File: src/hdl/sha256_stream_hasher_defines.svh
// Assertion macros for the SHA-256 stream hasher.
`ifndef SHA256_STREAM_HASHER_DEFINES_SVH
`define SHA256_STREAM_HASHER_DEFINES_SVH
// Implication checked on every rising clock edge outside reset.
`define SHA_ASSERT_IMPL(label, clk, rst, lhs, rhs) \
   label: assert property (@(posedge clk) disable iff (rst) (lhs) |-> (rhs)) \
      else $error("assertion failed");
// Next-cycle implication checked outside reset.
`define SHA_ASSERT_NEXT(label, clk, rst, lhs, rhs) \
   label: assert property (@(posedge clk) disable iff (rst) (lhs) |=> (rhs)) \
      else $error("assertion failed");
`endif

File: src/hdl/sha_pkg.sv
// Package with SHA-256 constants, functions and controller/datapath command types.
package sha_pkg;
   localparam logic [31:0] RoundK [64] = '{
      32'h428a2f98, 32'h71374491, 32'hb5c0fbcf, 32'he9b5dba5,
      32'h3956c25b, 32'h59f111f1, 32'h923f82a4, 32'hab1c5ed5,
      32'hd807aa98, 32'h12835b01, 32'h243185be, 32'h550c7dc3,
      32'h72be5d74, 32'h80deb1fe, 32'h9bdc06a7, 32'hc19bf174,
      32'he49b69c1, 32'hefbe4786, 32'h0fc19dc6, 32'h240ca1cc,
      32'h2de92c6f, 32'h4a7484aa, 32'h5cb0a9dc, 32'h76f988da,
      32'h983e5152, 32'ha831c66d, 32'hb00327c8, 32'hbf597fc7,
      32'hc6e00bf3, 32'hd5a79147, 32'h06ca6351, 32'h14292967,
      32'h27b70a85, 32'h2e1b2138, 32'h4d2c6dfc, 32'h53380d13,
      32'h650a7354, 32'h766a0abb, 32'h81c2c92e, 32'h92722c85,
      32'ha2bfe8a1, 32'ha81a664b, 32'hc24b8b70, 32'hc76c51a3,
      32'hd192e819, 32'hd6990624, 32'hf40e3585, 32'h106aa070,
      32'h19a4c116, 32'h1e376c08, 32'h2748774c, 32'h34b0bcb5,
      32'h391c0cb3, 32'h4ed8aa4a, 32'h5b9cca4f, 32'h682e6ff3,
      32'h748f82ee, 32'h78a5636f, 32'h84c87814, 32'h8cc70208,
      32'h90befffa, 32'ha4506ceb, 32'hbef9a3f7, 32'hc67178f2
   };
   localparam logic [31:0] InitHash [8] = '{
      32'h6a09e667, 32'hbb67ae85, 32'h3c6ef372, 32'ha54ff53a,
      32'h510e527f, 32'h9b05688c, 32'h1f83d9ab, 32'h5be0cd19
   };
   localparam logic [7:0] PadByte = 8'h80;
   localparam logic [5:0] LenPos = 6'd56;

   typedef enum logic [2:0] {
      OP_NONE  = 3'd0,
      OP_WRITE = 3'd1,  // store byte at fill position
      OP_PAD   = 3'd2,  // store pad byte or zero or length byte
      OP_LOAD  = 3'd3,  // load working registers, start round 0
      OP_ROUND = 3'd4,  // one compression round
      OP_FOLD  = 3'd5,  // add working registers into chaining words
      OP_INIT  = 3'd6   // restart for the next message
   } op_type;

   typedef struct packed {
      op_type     op;
      logic [7:0] pad_value;
      logic [5:0] addr;
      logic [5:0] round;
      logic       add_bits;
   } cmd_type;

   typedef struct packed {
      logic [5:0] fill;
      logic [7:0] len_byte0;
   } status_type;

   function automatic logic [31:0] rotr(input logic [31:0] v, input int n);
      return (v >> n) | (v << (32 - n));
   endfunction
endpackage

File: src/hdl/sha_datapath.sv
// SHA-256 datapath: block buffer, schedule window, round logic and chaining words.
module sha_datapath
   import sha_pkg::*;
(
   input  logic        clock,
   input  logic        reset,
   input  cmd_type     cmd,
   input  logic [7:0]  data_byte,
   input  logic [2:0]  word_sel,
   output logic [31:0] digest_word,
   output status_type  status
);
   logic [31:0] buf_mem [16];
   logic [31:0] h_ff [8];
   logic [31:0] h_in [8];
   logic [31:0] r_ff [8];
   logic [31:0] r_in [8];
   logic [31:0] w_ff [16];
   logic [31:0] w_in [16];
   logic [5:0]  fill_ff, fill_in;
   logic [63:0] bits_ff, bits_in;
   logic [31:0] w_cur, s0, s1, t1, t2, w_new, blk_ff;
   logic [7:0]  wr_byte;
   logic [3:0]  rd_idx;

   // Bytes of message length, most significant first at the buffer tail.
   assign status.fill = fill_ff;
   assign status.len_byte0 = bits_ff[63:56];
   assign wr_byte = (cmd.op == OP_WRITE) ? data_byte : cmd.pad_value;

   // The buffer holds big-endian block words; byte 0 of a word is its top byte.
   // Block words are fetched one round ahead, so the load cycle fetches word 0.
   assign rd_idx = (cmd.op == OP_ROUND) ? cmd.round[3:0] + 4'd1 : 4'd0;

   always_ff @(posedge clock) begin
      if (cmd.op == OP_WRITE || cmd.op == OP_PAD) begin
         buf_mem[cmd.addr[5:2]][{~cmd.addr[1:0], 3'b000} +: 8] <= wr_byte;
      end
      blk_ff <= buf_mem[rd_idx];
   end

   assign s0 = rotr(w_ff[1], 7) ^ rotr(w_ff[1], 18) ^ (w_ff[1] >> 3);
   assign s1 = rotr(w_ff[14], 17) ^ rotr(w_ff[14], 19) ^ (w_ff[14] >> 10);
   assign w_new = w_ff[0] + s0 + w_ff[9] + s1;
   assign w_cur = cmd.round[5:4] == 2'd0 ? blk_ff : w_new;
   assign t1 = r_ff[7] + (rotr(r_ff[4], 6) ^ rotr(r_ff[4], 11) ^ rotr(r_ff[4], 25))
             + ((r_ff[4] & r_ff[5]) ^ (~r_ff[4] & r_ff[6])) + RoundK[cmd.round] + w_cur;
   assign t2 = (rotr(r_ff[0], 2) ^ rotr(r_ff[0], 13) ^ rotr(r_ff[0], 22))
             + ((r_ff[0] & r_ff[1]) ^ (r_ff[0] & r_ff[2]) ^ (r_ff[1] & r_ff[2]));
   assign digest_word = h_ff[word_sel];

   always_comb begin
      h_in = h_ff;
      r_in = r_ff;
      w_in = w_ff;
      fill_in = fill_ff;
      bits_in = bits_ff;
      case (cmd.op)
         OP_WRITE: begin
            fill_in = fill_ff + 6'd1;
            bits_in = bits_ff + 64'd8;
         end
         OP_PAD: begin
            // Length bytes shift out of the count one by one, top byte first.
            if (cmd.add_bits) bits_in = {bits_ff[55:0], 8'h00};
         end
         OP_LOAD: r_in = h_ff;
         OP_ROUND: begin
            for (int i = 0; i < 15; i++) w_in[i] = w_ff[i + 1];
            w_in[15] = w_cur;
            r_in[7] = r_ff[6];
            r_in[6] = r_ff[5];
            r_in[5] = r_ff[4];
            r_in[4] = r_ff[3] + t1;
            r_in[3] = r_ff[2];
            r_in[2] = r_ff[1];
            r_in[1] = r_ff[0];
            r_in[0] = t1 + t2;
         end
         OP_FOLD: begin
            for (int i = 0; i < 8; i++) h_in[i] = h_ff[i] + r_ff[i];
            fill_in = 6'd0;
         end
         OP_INIT: begin
            h_in = InitHash;
            fill_in = 6'd0;
            bits_in = 64'd0;
         end
         default: ;
      endcase
   end

   always_ff @(posedge clock) begin
      if (reset) begin
         h_ff <= InitHash;
         fill_ff <= 6'd0;
         bits_ff <= 64'd0;
      end else begin
         h_ff <= h_in;
         fill_ff <= fill_in;
         bits_ff <= bits_in;
      end
      r_ff <= r_in;
      w_ff <= w_in;
   end
endmodule

File: src/hdl/sha_controller.sv
// SHA-256 controller: accepts beats, sequences padding, rounds and digest output.
module sha_controller
   import sha_pkg::*;
(
   input  logic       clock,
   input  logic       reset,
   input  logic       req_valid,
   output logic       req_ready,
   input  logic       byte_valid,
   input  logic       end_of_message,
   input  status_type status,
   output cmd_type    cmd,
   output logic       rsp_valid,
   input  logic       rsp_ready,
   output logic [2:0] word_sel
);
   typedef enum logic [5:0] {
      S_IDLE  = 6'b000001,
      S_PAD   = 6'b000010,
      S_LOAD  = 6'b000100,
      S_ROUND = 6'b001000,
      S_FOLD  = 6'b010000,
      S_OUT   = 6'b100000
   } state_type;

   state_type  state_ff, state_in;
   logic [5:0] cnt_ff, cnt_in;     // pad position or round number
   logic       last_ff, last_in;   // padding in progress for a closing beat
   logic       len_ff, len_in;     // this pad block carries the length
   logic       pad1_ff, pad1_in;   // pad byte still to be placed
   logic [2:0] word_ff, word_in;
   logic       acc;

   assign req_ready = state_ff == S_IDLE;
   assign acc = req_valid && req_ready;
   assign rsp_valid = state_ff == S_OUT;
   assign word_sel = word_ff;

   always_comb begin
      state_in = state_ff;
      cnt_in = cnt_ff;
      last_in = last_ff;
      len_in = len_ff;
      pad1_in = pad1_ff;
      word_in = word_ff;
      cmd = '0;
      cmd.op = OP_NONE;
      case (state_ff)
         S_IDLE: begin
            if (acc) begin
               if (byte_valid) begin
                  cmd.op = OP_WRITE;
                  cmd.addr = status.fill;
               end
               last_in = end_of_message;
               pad1_in = 1'b1;
               cnt_in = byte_valid ? status.fill + 6'd1 : status.fill;
               if (byte_valid && status.fill == 6'd63) begin
                  cnt_in = 6'd0;
                  state_in = S_LOAD;
               end else if (end_of_message) begin
                  state_in = S_PAD;
               end
               // Length fits only when the pad byte lands before the length field.
               len_in = (byte_valid ? status.fill + 6'd1 : status.fill) < LenPos
                        && !(byte_valid && status.fill == 6'd63);
            end
         end
         S_PAD: begin
            cmd.op = OP_PAD;
            cmd.addr = cnt_ff;
            cmd.pad_value = 8'h00;
            if (pad1_ff) cmd.pad_value = PadByte;
            else if (len_ff && cnt_ff >= LenPos) begin
               cmd.pad_value = status.len_byte0;
               cmd.add_bits = 1'b1;
            end
            pad1_in = 1'b0;
            cnt_in = cnt_ff + 6'd1;
            if (cnt_ff == 6'd63) state_in = S_LOAD;
         end
         S_LOAD: begin
            cmd.op = OP_LOAD;
            cnt_in = 6'd0;
            state_in = S_ROUND;
         end
         S_ROUND: begin
            cmd.op = OP_ROUND;
            cmd.round = cnt_ff;
            cnt_in = cnt_ff + 6'd1;
            if (cnt_ff == 6'd63) state_in = S_FOLD;
         end
         S_FOLD: begin
            cmd.op = OP_FOLD;
            cnt_in = 6'd0;
            if (!last_ff) state_in = S_IDLE;
            else if (len_ff) begin
               word_in = 3'd0;
               state_in = S_OUT;
            end else begin
               // Second block: zeros then length; pad byte already placed
               // unless the block filled exactly with message bytes.
               len_in = 1'b1;
               state_in = S_PAD;
            end
         end
         S_OUT: begin
            if (rsp_ready) begin
               word_in = word_ff + 3'd1;
               if (word_ff == 3'd7) begin
                  cmd.op = OP_INIT;
                  last_in = 1'b0;
                  state_in = S_IDLE;
               end
            end
         end
         default: state_in = S_IDLE;
      endcase
   end

   always_ff @(posedge clock) begin
      if (reset) begin
         state_ff <= S_IDLE;
         cnt_ff <= 6'd0;
         last_ff <= 1'b0;
         len_ff <= 1'b0;
         pad1_ff <= 1'b0;
         word_ff <= 3'd0;
      end else begin
         state_ff <= state_in;
         cnt_ff <= cnt_in;
         last_ff <= last_in;
         len_ff <= len_in;
         pad1_ff <= pad1_in;
         word_ff <= word_in;
      end
   end
endmodule

File: src/hdl/sha256_stream_hasher.sv
// Top level of the SHA-256 stream hasher.
// Usage: one message byte per req beat (req_data_byte, req_byte_valid),
// with req_end_of_message high on the last beat; an empty closing beat
// (byte_valid low) is allowed and gives the empty-message digest.
// The 64th byte of a block starts a compression (load, 64 rounds set by
// the single round unit, fold) during which req_ready is low. A closing
// beat pads the block byte by byte up to position 63, compresses, and
// pads and compresses a second block when the length field does not fit.
// The digest leaves as eight rsp beats, word 0 first, with rsp_final_word
// on word 7; a stalled rsp_ready holds the current word and the block
// accepts nothing until the last word is taken.
// Reset (synchronous, active high) restores the initial hash values and
// clears the fill and length counts; no clearing pass is needed.
module sha256_stream_hasher
   import sha_pkg::*;
(
   input  logic        clock,
   input  logic        reset,
   input  logic        req_valid,
   output logic        req_ready,
   input  logic [7:0]  req_data_byte,
   input  logic        req_byte_valid,
   input  logic        req_end_of_message,
   output logic        rsp_valid,
   input  logic        rsp_ready,
   output logic [31:0] rsp_digest_word,
   output logic [2:0]  rsp_word_number,
   output logic        rsp_final_word
);
   `include "sha256_stream_hasher_defines.svh"

   cmd_type    cmd;
   status_type status;
   logic [2:0] word_sel;

   sha_controller u_ctrl (
      .clock(clock), .reset(reset), .req_valid(req_valid), .req_ready(req_ready),
      .byte_valid(req_byte_valid), .end_of_message(req_end_of_message),
      .status(status), .cmd(cmd), .rsp_valid(rsp_valid), .rsp_ready(rsp_ready),
      .word_sel(word_sel)
   );

   sha_datapath u_dp (
      .clock(clock), .reset(reset), .cmd(cmd), .data_byte(req_data_byte),
      .word_sel(word_sel), .digest_word(rsp_digest_word), .status(status)
   );

   assign rsp_word_number = word_sel;
   assign rsp_final_word = word_sel == 3'd7;

   `SHA_ASSERT_IMPL(a_no_overlap, clock, reset, rsp_valid, !req_ready)
   `SHA_ASSERT_NEXT(a_word_advance, clock, reset,
                    rsp_valid && rsp_ready && !rsp_final_word,
                    rsp_valid && rsp_word_number == $past(rsp_word_number) + 3'd1)
   `SHA_ASSERT_NEXT(a_final_idle, clock, reset,
                    rsp_valid && rsp_ready && rsp_final_word, req_ready)
endmodule

File: config.mk
export PLATFORM = sky130hd
export DESIGN_NAME = sha256_stream_hasher
export DESIGN_NICKNAME = d
export VERILOG_FILES = /design/src/hdl/sha_pkg.sv /design/src/hdl/sha_datapath.sv /design/src/hdl/sha_controller.sv /design/src/hdl/sha256_stream_hasher.sv
export VERILOG_INCLUDE_DIRS = /design/src /design/src/hdl
export SDC_FILE = /design/constraint.sdc
export NUM_CORES = 2
export LEC_CHECK = 0
export BUFFER_PORTS_ARGS = -buffer_cell sky130_fd_sc_hd__buf_2
export CAP_MARGIN = 10
export CORE_ASPECT_RATIO = 0.5
export CORE_MARGIN = 8
export CORE_UTILIZATION = 45
export DETAILED_ROUTE_END_ITERATION = 16
export PLACE_DENSITY = 0.62
export RECOVER_POWER = 50
export REMOVE_ABC_BUFFERS = 1
export SLEW_MARGIN = 40
export SYNTH_ARGS = -nofsm -noshare
export SYNTH_HDL_FRONTEND = slang
export SYNTH_SLANG_ARGS = --single-unit
File: constraint.sdc
create_clock -name clock -period 58 [get_ports clock]
set_clock_uncertainty 0.15 [all_clocks]
set_input_delay 2.9 -clock clock [delete_from_list [all_inputs] [get_ports clock]]
set_output_delay 2.9 -clock clock [all_outputs]
set_load 0.02 [all_outputs]
After elaboration in Yosys (flattened, before gate mapping)
Memory sizes are Yosys's and may differ from the RTL's. A register that Yosys moved wholly into a read port is not among the register bits.
Cells that the tools add are included.
{"block": "op_classes", "add_sub_neg": 24, "mul": 0, "div": 0, "order_cmp": 4, "n_eq_ne": 24, "n_shift": 2, "n_mux": 57, "n_bitwise": 30, "n_reduce_logical": 26}
{"cell": "case mux 256 bit (2 select lines)", "count": 2}
{"cell": "adder 32 bit", "count": 18}
{"cell": "XOR 32 bit", "count": 9}
{"cell": "two-way mux 32 bit", "count": 6}
{"cell": "case mux 64 bit (3 select lines)", "count": 1}
{"cell": "bitwise AND 32 bit", "count": 5}
{"cell": "binary-select mux 32 bit (select 3 bit)", "count": 1}
{"cell": "two-way mux 6 bit", "count": 15}
{"cell": "adder 64 x 4 -> 64 bit (second input constant)", "count": 1}
{"cell": "two-way mux 64 bit", "count": 1}
{"cell": "case mux 6 bit (6 select lines)", "count": 1}
{"cell": "two-way mux 8 bit", "count": 4}
{"cell": "inverter 32 bit", "count": 1}
{"cell": "bitwise OR 10 x 32 -> 32 bit", "count": 1}
{"cell": "bitwise OR 13 x 32 -> 32 bit", "count": 1}
{"cell": "bitwise OR 14 x 32 -> 32 bit", "count": 1}
{"cell": "bitwise OR 15 x 32 -> 32 bit", "count": 1}
{"cell": "bitwise OR 19 x 32 -> 32 bit", "count": 1}
{"cell": "bitwise OR 21 x 32 -> 32 bit", "count": 1}
{"cell": "bitwise OR 25 x 32 -> 32 bit", "count": 1}
{"cell": "bitwise OR 26 x 32 -> 32 bit", "count": 1}
{"cell": "bitwise OR 30 x 32 -> 32 bit", "count": 1}
{"cell": "bitwise OR 7 x 32 -> 32 bit", "count": 1}
{"cell": "variable shift 8 x 7 -> 32 bit (first input constant)", "count": 1}
{"cell": "45 further kinds", "count": 91}
{"block": "word_totals", "reg_bits": 1112, "latchBits": 0, "mem_bits_rw": 512, "romBits": 2048, "in_bits": 14, "wordCells": 209, "n_memories": 2}
{"name": "(name not given)", "depth": 64, "word_bits": 32, "read_ports": 1, "rd_clocked_by_memory_dff": 0, "write_ports": 0, "line_no": "sha_datapath.sv:47", "source": "+ ((r_ff[4] & r_ff[5]) ^ (~r_ff[4] & r_ff[6])) + RoundK[cmd.round] + w_cur;"}
{"name": "u_dp.buf_mem", "depth": 16, "word_bits": 32, "read_ports": 1, "rd_clocked_by_memory_dff": 1, "write_ports": 1, "line_no": "sha_datapath.sv:13", "source": "logic [31:0] buf_mem [16];"}

Longest topological paths before layout
{"block": "logic_depth", "word_depth": 10, "mapped_depth": 47, "depth_no_buf": 44}

Hierarchy
Synthesis repeated with hierarchy kept, for this count alone.
{"block": "unflattened", "cells_unflattened": 8566, "hier_area_um2": 91834.3}
{"mod": "sha_datapath", "n_inst": 1, "cells_per_inst": 8384, "area_per_inst_um2": 90316.6, "seq_area_each_um2": 45543.7}
{"mod": "sha_controller", "n_inst": 1, "cells_per_inst": 181, "area_per_inst_um2": 1511.4, "seq_area_each_um2": 360.3}
{"mod": "sha256_stream_hasher", "n_inst": 1, "cells_per_inst": 1, "area_per_inst_um2": 6.3, "seq_area_each_um2": 0.0}

Worst setup path after synthesis
OpenSTA, ideal clock, no wires.
{"block": "synth_timing", "kind": "register to register", "startpoint": "register u_ctrl.state_ff[1]", "endpoint": "register u_dp.r_ff[255] in the netlist's numbering (data pin)", "setup_time_ns": 0.265, "t_arrival_ns": 22.938, "t_required_ns": 57.585, "path_slack_ns": 34.646, "path_stages_with_launch": 40, "period_less_slack_ns": 23.354, "path_cell_list": "dfxtp_1 nor4_4 nand2_2 inv_2 clkbuf_1 clkbuf_1 clkbuf_1 clkbuf_1 nand2_1 fa_1 fa_1 inv_1 fa_1 inv_1 ha_1 inv_1 o21bai_1 a21oi_1 [... 4 more ...] a21o_1 xor2_1 inv_1 fa_1 inv_1 ha_1 clkbuf_1 nand2_1 o21ai_0 a211oi_1 nand3_1 a221oi_1 nand2b_1 o211a_1 o41ai_1 xnor2_1 xnor2_1 o21ai_1"}
{"item": "start, declared", "line_no": "sha_controller.sv:26", "source": "state_type state_ff, state_in;"}
{"item": "start signal, assigned", "line_no": "sha_controller.sv:130", "source": "state_ff <= state_in;"}
{"item": "end signal, assigned", "line_no": "sha_datapath.sv:103", "source": "r_ff <= r_in;"}
{"item": "end, declared", "line_no": "sha_datapath.sv:16", "source": "logic [31:0] r_ff [8];"}

==> flow_metrics.tcl <==
set metrics [dict create \
    grt_setup_unrepaired "no" \
    avgSynthCellArea_um2 10.9 \
    cts_buffers 163 \
    yosys_warnings 0 \
    vdd_drop_max_mv 0.0277 \
    cts.path.max_buffers 4 \
    criticalPathCategory "reg2reg" \
    setup_viol_count_final 0 \
    grt_usage 0.256 \
    mostFrequentLayoutCell "edfxtp_1" \
    pwr_density_cell_nw_per_um2 26.5 \
    crit_path_start_kind "flip-flop" \
    area_growth_syn_to_layout_pct 9.46 \
    cts_tree "yes" \
    place_congestion 0.979 \
    synth_cells 8300 \
    path_common_cell "a21o_1" \
    wl_mm 288 \
    detail-route-antenna-nets 0 \
    core_area_um2 200000 \
    dr.first_iter.drc_count 7498 \
    ys_ff_latch 1653 \
    postCtsHoldBufs 0 \
    crit_required_ns 58.38 \
    slew_violations 1426 \
    yosysTopAreaCell "edfxtp_1" \
    ios 52 \
    drive_gt1_frac 0.0982 \
    worstPathArrival_ns 18.27 \
    grt_max_degree 131 \
    drt-wirelength-per-cell_um 26.2 \
    whs_ns 0.242 \
    dpl.hpwl_mm 208 \
    clock-sinks 1653 \
    dp.cells 10700 \
    final_cell_mix "edfxtp_1, nand2_1, a21oi_1, nor2_1, o21ai_0" \
    violations "capacitance limit, slew limit" \
    status "finished, violations left" \
    antenna_found_initial 9 \
    p_leak_nw 37.1 \
    instances_no_fill 11000 \
    clk_latency_ns 0.82 \
    vias 66000 \
    end_kind "flip-flop" \
    drc_errors 0 \
    min_period_over_period 0.308 \
    initial_core_util 0.453 \
    tightest_slew_ns 4.42 \
    nFillCells 17900 \
    synth-main-ff-cell "edfxtp_1" \
    postCtsSetupBuffers 0 \
    max_freq_ghz 0.0559 \
    hold_path.class "reg2reg" \
    grt_pass1_wl_mm 422 \
    die_x_um 651 \
    synth_area_leaders "edfxtp_1, dfxtp_1, ha_1" \
    hold_viol 0 \
    final_nets 8825 \
    syn-cell-area_um2 90800 \
    htree_levels 4 \
    critPathMaxStageDelay_ns 3.93 \
    overflow 0 \
    num_rows 116 \
    dr.pass1.iters 8 \
    ys_async_sr_fraction 0 \
    synth-edff-count 1280 \
    finalSetupTns_ns 0 \
    grt_pass1_vias 62000 \
    finalCriticalPeriod_ns 17.89 \
    dieArea_um2 217000 \
    seq_area_frac_synth 0.505 \
    cp_max_fo 84 \
    max_cap_violations 27 \
    root_buffer "clkbuf_16" \
    ctsResizeCount 0 \
    yosysTopAreaCellShare 0.423 \
    die_height_um 334 \
    synth.distinct_cells 100 \
    clk_pin_slew_ns 0.07 \
    io_buffers 51 \
    relSlewSlack -1.94 \
    vias_per_cell 6.01 \
    critPathSlowestCell "clkinvlp_2" \
]
-- path summary, 6_finish.rpt --
path              cells past startpoint              to                from  slack [ns]
setup / recovery                     39  u_dp.r_ff[254]  u_ctrl.state_ff[1]       40.11
hold / removal                        0  u_dp.w_ff[296]      u_dp.w_ff[264]        0.24
setup reg to reg                     39  u_dp.r_ff[254]  u_ctrl.state_ff[1]       40.11
hold reg to reg                       0  u_dp.w_ff[296]      u_dp.w_ff[264]        0.24
-- flip-flops by register name, summed over array words and instances (netlist names) --
signal and flops:
u_ctrl.cnt_ff 6, u_ctrl.last_ff 1, u_ctrl.len_ff 1, u_ctrl.pad1_ff 1
u_ctrl.state_ff 6, u_ctrl.word_sel 3, u_dp.bits_ff 61, u_dp.blk_ff 32
u_dp.buf_mem 512, u_dp.fill_ff 6, u_dp.h_ff 256, u_dp.r_ff 256
u_dp.w_ff 512
-- power breakdown --
group / internal, mW / switching, mW
logic: 0.0916 / 0.160
registers: 1.27 / 0.0152
clock network: 0.620 / 0.476
total: 1.98 / 0.651
-- layer usage --
layer / vias to the layer above / share of wire / GRT usage
met1: 32900 / 0.46 / 0.387
met3: 446 / 0.089 / 0.0542
li1: 29900 / - / -
met4: 8 / 0.027 / 0.0631
met5: - / 0.00018 / 0
met2: 2712 / 0.42 / 0.374
-- critical path: cells and delay by family (launching register included) --
family / cells / cell delay, ns
simple gates: 6 / 4.11
buf+inv: 6 / 4.76
flops: 1 / 0.43
xor+xnor: 1 / 0.26
fa+ha+maj: 8 / 3.64
compound gates: 18 / 4.07
-- cells by family (layout without fill, tap and decap cells) --
family	count (synthesis)	after routing	share of synthesized area
xor+xnor	572	572	0.0553
simple gates	2428	2428	0.117
compound gates	1909	1909	0.132
mux	318	318	0.0548
other cells	0	4	0
fa+ha+maj	625	625	0.102
flops	1653	1653	0.505
buf+inv	795	822	0.0332
-- stage by stage --
stage | total power, mW | util | setup WS [ns] | area, um2
3_3_place_gp | 1.56 | 0.468 | 45.42 | 93800
6_report | 2.63 | 0.496 | 40.11 | 99400
4_1_cts | 2.65 | 0.497 | 45.62 | 99500
2_1_floorplan | 1.48 | - | 34.22 | 89200
3_5_place_dp | 1.56 | 0.470 | 45.66 | 94200
5_1_grt | 2.72 | 0.496 | 39.07 | 99400
-- final cells by class --
| type | count | area, um2 | area share |
|---|---|---|---|
| repair buffers | 158 | 1030 | 0.0104 |
| diodes | 4 | 10.0 | 0.000101 |
| inverters | 376 | 1410 | 0.0142 |
| clock inverters | 83 | 883 | 0.00888 |
| well taps | 2655 | 3320 | 0.0334 |
| clock buffers | 205 | 4440 | 0.0446 |
| flip-flops and latches | 1653 | 45900 | 0.462 |
| multi-input cells | 5852 | 42400 | 0.427 |
-- Yosys cell counts, types with 132 or more instances --
master and number:
a21o_1 197, fa_1 195, inv_1 372, clkbuf_1 343
ha_1 412, nor2_1 521, edfxtp_1 1280, xnor2_1 387
o21ai_0 430, dfxtp_1 373, nor3_1 132, a21oi_1 562
nand2_1 1224, xor2_1 184, nand3_1 137
No activity file was read; power rests on OpenSTA's default activity.
